$ cat config.mk
export PLATFORM = sky130hd
export DESIGN_NAME = epoch_seconds_to_calendar_flat
export DESIGN_NICKNAME = d
export VERILOG_FILES = /design/src/rtl/core/esc_pkg.sv /design/src/rtl/core/esc_in_if.sv /design/src/rtl/core/esc_out_if.sv /design/src/rtl/core/esc_days_to_date.sv /design/src/rtl/core/epoch_seconds_to_calendar.sv /design/src/flat_wrapper.sv
export SDC_FILE = /design/constraint.sdc
export NUM_CORES = 2
export LEC_CHECK = 0
export CORE_ASPECT_RATIO = 0.9
export CORE_UTILIZATION = 50
export DETAILED_ROUTE_END_ITERATION = 8
export DONT_BUFFER_PORTS = 1
export PLACE_DENSITY_LB_ADDON = 0.08
export SLEW_MARGIN = 25
export SYNTH_ARGS = -nofsm -noshare
export SYNTH_HDL_FRONTEND = slang
export SYNTH_HIERARCHICAL = 1
export SYNTH_SLANG_ARGS = --single-unit
$ cat constraint.sdc
create_clock -name clk_i -period 20.9 [get_ports clk_i]
set_input_delay 4.18 -clock clk_i [delete_from_list [all_inputs] [get_ports clk_i]]
set_output_delay 4.18 -clock clk_i [all_outputs]
set_load 0.01 [all_outputs]
$ cat src/rtl/core/esc_pkg.sv
// shared constants and helpers for the epoch seconds to calendar converter
`timescale 1ns / 1ps
package esc_pkg;

  localparam int unsigned SecsW  = 32;
  localparam int unsigned YearW  = 12;
  localparam int unsigned MonthW = 4;
  localparam int unsigned DayW   = 5;
  localparam int unsigned HourW  = 5;
  localparam int unsigned MinW   = 6;
  localparam int unsigned SecW   = 6;
  localparam int unsigned DayNumW = 16;
  localparam int unsigned TodW    = 17;
  localparam int unsigned DoyW    = 9;

  localparam int unsigned Stages = 7;

  localparam logic [24:0] DayRecip   = 25'd25451658;
  localparam logic [16:0] SecsPerDay = 17'd86400;
  localparam logic [15:0] HourRecip  = 16'd37283;
  localparam logic [11:0] SecsPerHour = 12'd3600;
  localparam logic [12:0] MinRecip   = 13'd4370;
  localparam logic [5:0]  SecsPerMin = 6'd60;
  localparam logic [15:0] CycleRecip = 16'd45934;
  localparam logic [10:0] DaysPerCycle = 11'd1461;

  // days from 1968-01-01 to 1970-01-01
  localparam logic [DayNumW-1:0] BaseShift = 16'd731;
  // day number of 2100-03-01 counted from 1970-01-01
  localparam logic [DayNumW-1:0] NoLeap2100 = 16'd47541;
  localparam logic [YearW-1:0]   BaseYear = 12'd1968;

  localparam logic [DoyW-1:0] MonthFirst [12] = '{
    9'd0, 9'd31, 9'd59, 9'd90, 9'd120, 9'd151,
    9'd181, 9'd212, 9'd243, 9'd273, 9'd304, 9'd334
  };

  function automatic logic [DoyW-1:0] month_first(input logic [MonthW-1:0] m,
                                                  input logic leap);
    logic [DoyW-1:0] base;
    base = (m < 4'd12) ? MonthFirst[m] : 9'd0;
    if (leap && (m >= 4'd2)) begin
      base = base + 9'd1;
    end
    return base;
  endfunction

endpackage

$ cat src/rtl/core/esc_in_if.sv
// input channel carrying one epoch seconds word
`timescale 1ns / 1ps
interface esc_in_if
  import esc_pkg::*;
();
  logic             valid;
  logic             ready;
  logic [SecsW-1:0] epoch_seconds;

  modport source (output valid, output epoch_seconds, input ready);
  modport sink   (input valid, input epoch_seconds, output ready);
endinterface

$ cat src/rtl/core/esc_out_if.sv
// output channel carrying one calendar date and time word
`timescale 1ns / 1ps
interface esc_out_if
  import esc_pkg::*;
();
  logic              valid;
  logic              ready;
  logic [YearW-1:0]  year;
  logic [MonthW-1:0] month;
  logic [DayW-1:0]   day_of_month;
  logic [HourW-1:0]  hour;
  logic [MinW-1:0]   minute;
  logic [SecW-1:0]   second;

  modport source (output valid, output year, output month, output day_of_month,
                  output hour, output minute, output second, input ready);
  modport sink   (input valid, input year, input month, input day_of_month,
                  input hour, input minute, input second, output ready);
endinterface

$ cat src/rtl/core/esc_days_to_date.sv
// four stage pipeline from shifted day number to year, month and day
`timescale 1ns / 1ps
module esc_days_to_date
  import esc_pkg::*;
(
  input  logic               clk_i,
  input  logic               en_i,
  input  logic [DayNumW-1:0] day_num_i,
  output logic [YearW-1:0]   year_o,
  output logic [MonthW-1:0]  month_o,
  output logic [DayW-1:0]    day_o
);

  logic [31:0]        cyc_prod;
  logic [5:0]         cyc_d, cyc_q;
  logic [DayNumW-1:0] dn_q;

  logic [DayNumW-1:0] cyc_days;
  logic [DayNumW-1:0] rd_full;
  logic [10:0]        rd_d, rd_q;
  logic [5:0]         cyc5_q;

  logic [1:0]         yo;
  logic [10:0]        doy_full;
  logic [DoyW-1:0]    doy_d, doy_q;
  logic [YearW-1:0]   yr_d, yr_q;
  logic               leap_d, leap_q;

  logic [MonthW-1:0]  mi;
  logic [DoyW-1:0]    first;
  logic [DoyW-1:0]    dom;
  logic [YearW-1:0]   year_q;
  logic [MonthW-1:0]  month_d, month_q;
  logic [DayW-1:0]    day_d, day_q;

  // four year cycle index
  assign cyc_prod = day_num_i * CycleRecip;
  assign cyc_d    = cyc_prod[31:26];

  // day within the cycle
  assign cyc_days = DayNumW'(cyc_q) * DayNumW'(DaysPerCycle);
  assign rd_full  = dn_q - cyc_days;
  assign rd_d     = rd_full[10:0];

  // year within the cycle, day of year
  always_comb begin
    priority if (rd_q < 11'd366) begin
      yo       = 2'd0;
      doy_full = rd_q;
    end else if (rd_q < 11'd731) begin
      yo       = 2'd1;
      doy_full = rd_q - 11'd366;
    end else if (rd_q < 11'd1096) begin
      yo       = 2'd2;
      doy_full = rd_q - 11'd731;
    end else begin
      yo       = 2'd3;
      doy_full = rd_q - 11'd1096;
    end
  end

  assign doy_d  = doy_full[DoyW-1:0];
  assign yr_d   = BaseYear + {4'd0, cyc5_q, 2'b00} + YearW'(yo);
  assign leap_d = (yo == 2'd0);

  // month split
  always_comb begin
    mi = '0;
    for (int k = 1; k < 12; k++) begin
      if (doy_q >= month_first(MonthW'(k), leap_q)) begin
        mi = mi + 4'd1;
      end
    end
  end

  assign first   = month_first(mi, leap_q);
  assign dom     = doy_q - first + 9'd1;
  assign month_d = mi + 4'd1;
  assign day_d   = dom[DayW-1:0];

  always_ff @(posedge clk_i) begin
    if (en_i) begin
      cyc_q   <= cyc_d;
      dn_q    <= day_num_i;
      rd_q    <= rd_d;
      cyc5_q  <= cyc_q;
      doy_q   <= doy_d;
      yr_q    <= yr_d;
      leap_q  <= leap_d;
      year_q  <= yr_q;
      month_q <= month_d;
      day_q   <= day_d;
    end
  end

  assign year_o  = year_q;
  assign month_o = month_q;
  assign day_o   = day_q;

endmodule

$ cat src/rtl/core/epoch_seconds_to_calendar.sv
// top level: unix seconds to utc calendar date and time of day
//
// usage
//   in_i carries one 32-bit count of seconds since 1970-01-01 00:00:00 utc
//   per word, out_o one word with year, month, day_of_month, hour, minute
//   and second in utc; every input word gives exactly one output word
//   valid/ready on both channels, a word moves when both are high
// timing
//   seven register stages; a word taken from in_i is on out_o once it has
//   passed through all seven, and leaves when out_o.ready is high
//   one word per cycle unless the pipe stalls; the stage count is set by the chain of
//   constant reciprocal multiplies (day split, hour, minute, four year cycle)
// stall
//   the whole pipe holds while the output word waits and ready is low;
//   in_i.ready drops only when the last stage is full and not taken
// reset
//   rst_ni clears the stage valid bits, the pipe comes up empty
`timescale 1ns / 1ps
module epoch_seconds_to_calendar
  import esc_pkg::*;
(
  input  logic clk_i,
  input  logic rst_ni,
  esc_in_if.sink    in_i,
  esc_out_if.source out_o
);

  logic              en;
  logic [Stages-1:0] vld_d, vld_q;

  // stage 1: day estimate
  logic [49:0]        dq_prod;
  logic [DayNumW-1:0] dq_d, dq_q;
  logic [SecsW-1:0]   t_q;

  // stage 2: corrected day and second of day
  logic [32:0]        rm_full;
  logic [17:0]        rm_raw;
  logic [DayNumW-1:0] days_d, days_q;
  logic [TodW-1:0]    tod_d, tod_q;

  // stage 3: hour and shifted day number
  logic [32:0]        hr_prod;
  logic [HourW-1:0]   hr_d, hr3_q;
  logic [DayNumW-1:0] dn_d, dn_q;
  logic [TodW-1:0]    tod3_q;

  // stage 4: second of hour
  logic [TodW-1:0]    mr_full;
  logic [11:0]        mr_d, mr4_q;
  logic [HourW-1:0]   hr4_q;

  // stage 5: minute
  logic [24:0]        mn_prod;
  logic [MinW-1:0]    mn_d, mn5_q;
  logic [11:0]        mr5_q;
  logic [HourW-1:0]   hr5_q;

  // stage 6: second
  logic [11:0]        sc_full;
  logic [SecW-1:0]    sc_d, sc6_q;
  logic [MinW-1:0]    mn6_q;
  logic [HourW-1:0]   hr6_q;

  // stage 7: output word
  logic [SecW-1:0]    sc7_q;
  logic [MinW-1:0]    mn7_q;
  logic [HourW-1:0]   hr7_q;

  assign en         = ~vld_q[Stages-1] | out_o.ready;
  assign in_i.ready = en;
  assign vld_d      = {vld_q[Stages-2:0], in_i.valid};

  always_ff @(posedge clk_i or negedge rst_ni) begin
    if (!rst_ni) begin
      vld_q <= '0;
    end else if (en) begin
      vld_q <= vld_d;
    end
  end

  assign dq_prod = in_i.epoch_seconds[SecsW-1:7] * DayRecip;
  assign dq_d    = dq_prod[49:34];

  assign rm_full = {1'b0, t_q} - (33'(dq_q) * 33'(SecsPerDay));
  assign rm_raw  = rm_full[17:0];

  always_comb begin
    if (rm_raw >= 18'(SecsPerDay)) begin
      days_d = dq_q + 16'd1;
      tod_d  = TodW'(rm_raw - 18'(SecsPerDay));
    end else begin
      days_d = dq_q;
      tod_d  = rm_raw[TodW-1:0];
    end
  end

  assign hr_prod = tod_q * HourRecip;
  assign hr_d    = hr_prod[31:27];
  // phantom feb 29 in 2100 keeps the four year cycle regular
  assign dn_d    = days_q + BaseShift + DayNumW'(days_q >= NoLeap2100);

  assign mr_full = tod3_q - (TodW'(hr3_q) * TodW'(SecsPerHour));
  assign mr_d    = mr_full[11:0];

  assign mn_prod = mr4_q * MinRecip;
  assign mn_d    = mn_prod[23:18];

  assign sc_full = mr5_q - (12'(mn5_q) * 12'(SecsPerMin));
  assign sc_d    = sc_full[SecW-1:0];

  always_ff @(posedge clk_i) begin
    if (en) begin
      t_q    <= in_i.epoch_seconds;
      dq_q   <= dq_d;
      days_q <= days_d;
      tod_q  <= tod_d;
      hr3_q  <= hr_d;
      dn_q   <= dn_d;
      tod3_q <= tod_q;
      mr4_q  <= mr_d;
      hr4_q  <= hr3_q;
      mn5_q  <= mn_d;
      mr5_q  <= mr4_q;
      hr5_q  <= hr4_q;
      sc6_q  <= sc_d;
      mn6_q  <= mn5_q;
      hr6_q  <= hr5_q;
      sc7_q  <= sc6_q;
      mn7_q  <= mn6_q;
      hr7_q  <= hr6_q;
    end
  end

  esc_days_to_date u_date (
    .clk_i     (clk_i),
    .en_i      (en),
    .day_num_i (dn_q),
    .year_o    (out_o.year),
    .month_o   (out_o.month),
    .day_o     (out_o.day_of_month)
  );

  assign out_o.valid  = vld_q[Stages-1];
  assign out_o.hour   = hr7_q;
  assign out_o.minute = mn7_q;
  assign out_o.second = sc7_q;

endmodule
$ cat src/flat_wrapper.sv
// flat-port wrapper written by rule: the top's interface ports become plain ports
module epoch_seconds_to_calendar_flat import esc_pkg::*;
  (clk_i, rst_ni, in_i_valid, in_i_epoch_seconds, in_i_ready, out_o_valid, out_o_year, out_o_month, out_o_day_of_month, out_o_hour, out_o_minute, out_o_second, out_o_ready);
  esc_in_if in_i_i ();
  esc_out_if out_o_i ();
  input  logic clk_i;
  input  logic rst_ni;
  input wire logic [$bits(in_i_i.valid)-1:0] in_i_valid;
  input wire logic [$bits(in_i_i.epoch_seconds)-1:0] in_i_epoch_seconds;
  output wire logic [$bits(in_i_i.ready)-1:0] in_i_ready;
  output wire logic [$bits(out_o_i.valid)-1:0] out_o_valid;
  output wire logic [$bits(out_o_i.year)-1:0] out_o_year;
  output wire logic [$bits(out_o_i.month)-1:0] out_o_month;
  output wire logic [$bits(out_o_i.day_of_month)-1:0] out_o_day_of_month;
  output wire logic [$bits(out_o_i.hour)-1:0] out_o_hour;
  output wire logic [$bits(out_o_i.minute)-1:0] out_o_minute;
  output wire logic [$bits(out_o_i.second)-1:0] out_o_second;
  input wire logic [$bits(out_o_i.ready)-1:0] out_o_ready;
  assign in_i_i.valid = in_i_valid;
  assign in_i_i.epoch_seconds = in_i_epoch_seconds;
  assign in_i_ready = in_i_i.ready;
  assign out_o_valid = out_o_i.valid;
  assign out_o_year = out_o_i.year;
  assign out_o_month = out_o_i.month;
  assign out_o_day_of_month = out_o_i.day_of_month;
  assign out_o_hour = out_o_i.hour;
  assign out_o_minute = out_o_i.minute;
  assign out_o_second = out_o_i.second;
  assign out_o_i.ready = out_o_ready;
  epoch_seconds_to_calendar u_core (.clk_i(clk_i), .rst_ni(rst_ni), .in_i(in_i_i), .out_o(out_o_i));
endmodule
==> impl_metrics.env <==
export IMPL_clock_latency_ns=0.57
export IMPL_setup_viol=0
export IMPL_nets=3971
export IMPL_cp_num_buf_inv=5
export IMPL_synthArstFlopShare_pct=2.800
export IMPL_grt_usage_pct=19.42
export IMPL_grt_pass1_wl_um=101400
export IMPL_grt_pass1_vias=20744
export IMPL_dp_cells=3656
export IMPL_crit_path_end_kind="register"
export IMPL_die_h_um=241.5
export IMPL_post_cts_resized=0
export IMPL_multi_input_area_um2=21980
export IMPL_status="finished, final reports clean"
export IMPL_die_w_um=268.1
export IMPL_start_kind="register"
export IMPL_netlist_instances=2826
export IMPL_critPathSlowestCell="mux2i_1"
export IMPL_rsz0062_at_grt="no"
export IMPL_tightest_slew_ns=1.000
export IMPL_synth_edff_count=243
export IMPL_avgSynthCellArea_um2=11.27
export IMPL_ys_seq_elements=250
export IMPL_fmax_ghz=0.08666
export IMPL_htree_num_levels=1
export IMPL_antennaDiodeCount=0
export IMPL_drt_iter0_drc=706
export IMPL_critPathMaxStageDelay_ns=0.78
export IMPL_path_class="reg2reg"
export IMPL_clkTransAtPathRegs_ns=0.07
export IMPL_drtAntennaViolNets=0
export IMPL_min_path_type="reg2reg"
export IMPL_fin_setup_tns_ns=0
export IMPL_drc=0
export IMPL_drv_slew=0
export IMPL_gp_congestion=0.8718
export IMPL_maxCapViolations=0
export IMPL_firstDrtPassIters=5
export IMPL_period_share_pct=55.21
export IMPL_crit_arrival_ns=11.86
export IMPL_num_vias=19258
export IMPL_yosys_warnings=6
export IMPL_fin_skew_ns=0.01253
export IMPL_hold_viol_final=0
export IMPL_top_level_ports=76
export IMPL_layout_drive_gt1_share_pct=3.839
export IMPL_critical_path_top_delay_family="adder cells"
export IMPL_numPortBuffers=0
export IMPL_rows=87
export IMPL_yosysSeqAreaShare_pct=23.46
export IMPL_required_ns=21.22
export IMPL_antenna_found_initial=2
export IMPL_clk_path_buf_depth=3
export IMPL_place_hpwl_um=48730
export IMPL_fin_cells=3710
export IMPL_dieArea_um2=64720
export IMPL_ys_types=88
export IMPL_synthFlopType="edfxtp_1"
export IMPL_period_minus_slack_ns=11.54
export IMPL_drt_wl_total_um=59350
export IMPL_netlist_area_um2=31850
export IMPL_viasPerCell=5.191
export IMPL_initial_core_util_pct=50.71
export IMPL_postCtsSetupBuffers=0
export IMPL_cts_tree="built"
export IMPL_cts_sinks=250
export IMPL_path_common_cell="ha_1"
export IMPL_numCtsBuffers=29
export IMPL_slew_headroom_pct=31.43
export IMPL_area_growth_pct=6.238
export IMPL_core_area_um2=62810
export IMPL_regArea_um2=7472
export IMPL_root_buffer="clkbuf_16"
export IMPL_syn_nets=3955
export IMPL_fillers=5545
export IMPL_cp_max_fo=13
export IMPL_routedWlPerCell_um=16.00
export IMPL_grt_max_degree=142
export IMPL_grt_overflow_total=0
export IMPL_cts_hold_buffers_added=0
through the flow:
| step | hold slack, ns | setup WS (ns) | utilization (%) | area, um^2 |
|---|---|---|---|---|
| finish | 0.4132 | 9.361 | 53.88 | 33840 |
| global route | 0.4222 | 8.622 | 53.88 | 33840 |
| floorplan | 0.4003 | 5.602 | - | 31850 |
| detailed placement | 0.4045 | 9.423 | 52.31 | 32860 |
| global placement | 0.4011 | 9.776 | 52.30 | 32850 |
| CTS | 0.4164 | 9.352 | 53.87 | 33830 |
cell families after synthesis:
kind of cell / Yosys count / share of synthesized area, %
AO/OA/AOI/OAI: 355 / 7.648
XOR/XNOR: 167 / 4.867
adder cells (fa/ha/maj): 1093 / 50.97
buffers and inverters: 635 / 7.624
flip-flops: 250 / 23.46
multiplexers: 18 / 0.6089
AND/OR/NAND/NOR: 308 / 4.824
worst paths after layout:
kind	cells past startpoint	slack [ns]	to	from
worst max-delay path	49	9.36	u_core/u_date/day_o[4]	u_core/u_date/leap_q
worst min-delay path	0	0.41	u_core/tod_q[6]	u_core/t_q[6]
worst max register to register	49	9.36	u_core/u_date/day_o[4]	u_core/u_date/leap_q
worst min register to register	0	0.41	u_core/tod_q[6]	u_core/t_q[6]
max in group asynchronous	0	17.53	u_core/vld_q[3]	rst_ni
min in group asynchronous	0	3.30	u_core/vld_q[5]	rst_ni
registers in the layout (all words and copies together), names as in the netlist, 11 cells and up:
| register | flops |
|---|---|
| u_core/tod_q | 17 |
| u_core/tod3_q | 12 |
| u_core/t_q | 18 |
| u_core/u_date/dn_q | 11 |
| u_core/dn_q | 16 |
| u_core/u_date/year_o | 11 |
| u_core/u_date/rd_q | 11 |
| u_core/mr4_q | 12 |
| u_core/days_q | 16 |
| u_core/u_date/yr_q | 11 |
| u_core/dq_q | 16 |
final cells by class:
class	count	area share, %
well taps	845	3.124
clock buffers	32	2.178
multi-input cells	1941	64.96
clock inverters	22	0.7099
inverters	617	6.844
flip-flops and latches	250	22.08
repair buffers	3	0.1035
layer usage:
layer	part of all wire [%]	vias up	track usage [%]	wire, um
met5	0.047	-	0	28
met4	1.8	4	4.173	1068
met3	2.8	68	2.531	1653
met2	50	229	34.81	29430
met1	46	9371	24.93	27170
li1	-	9586	-	-
placed cells by master, fill, tap and decap left out, types with 9 or more instances in the layout:
master and count:
nor2_1 81, ha_1 752, a31oi_1 13, edfxtp_1 243, nor3_1 25, o21bai_1 11
clkbuf_16 29, clkinv_1 10, a21oi_2 18, o21ai_0 59, fa_1 341, inv_1 616
and2_1 12, a21o_1 39, xnor2_1 105, o21a_1 21, a21oi_1 87, or3_1 11
nor2b_1 18, or2_2 9, nand3_1 27, a211oi_1 13, nand2b_1 12, nand2_1 67
nand4_1 13, mux2_2 10, and3_1 14, xor2_1 53
cells in the mapped netlist, types with 25 or more instances:
master	number	area share, %
o21ai_0	59	0.93
edfxtp_1	243	23
ha_1	752	30
nor2_1	81	0.95
a21o_1	39	0.92
xnor2_1	106	2.9
inv_1	616	7.3
nand2_1	67	0.79
fa_1	341	21
nor3_1	25	0.39
nand3_1	27	0.42
xor2_1	54	1.5
a21oi_1	87	1.4
worst register-to-register path: cells and delay by family (launching register included):
| family | cells | cell delay [ns] |
|---|---|---|
| adder cells (fa/ha/maj) | 14 | 4.06 |
| AND/OR/NAND/NOR | 7 | 1.05 |
| AO/OA/AOI/OAI | 15 | 3.07 |
| multiplexers | 5 | 1.61 |
| XOR/XNOR | 3 | 0.38 |
| flip-flops | 1 | 0.52 |
| buffers and inverters | 5 | 0.59 |
Power is left out: the tool's default activity adds up to more than one toggle a clock period on the data nets, which glitch-free logic cannot reach.
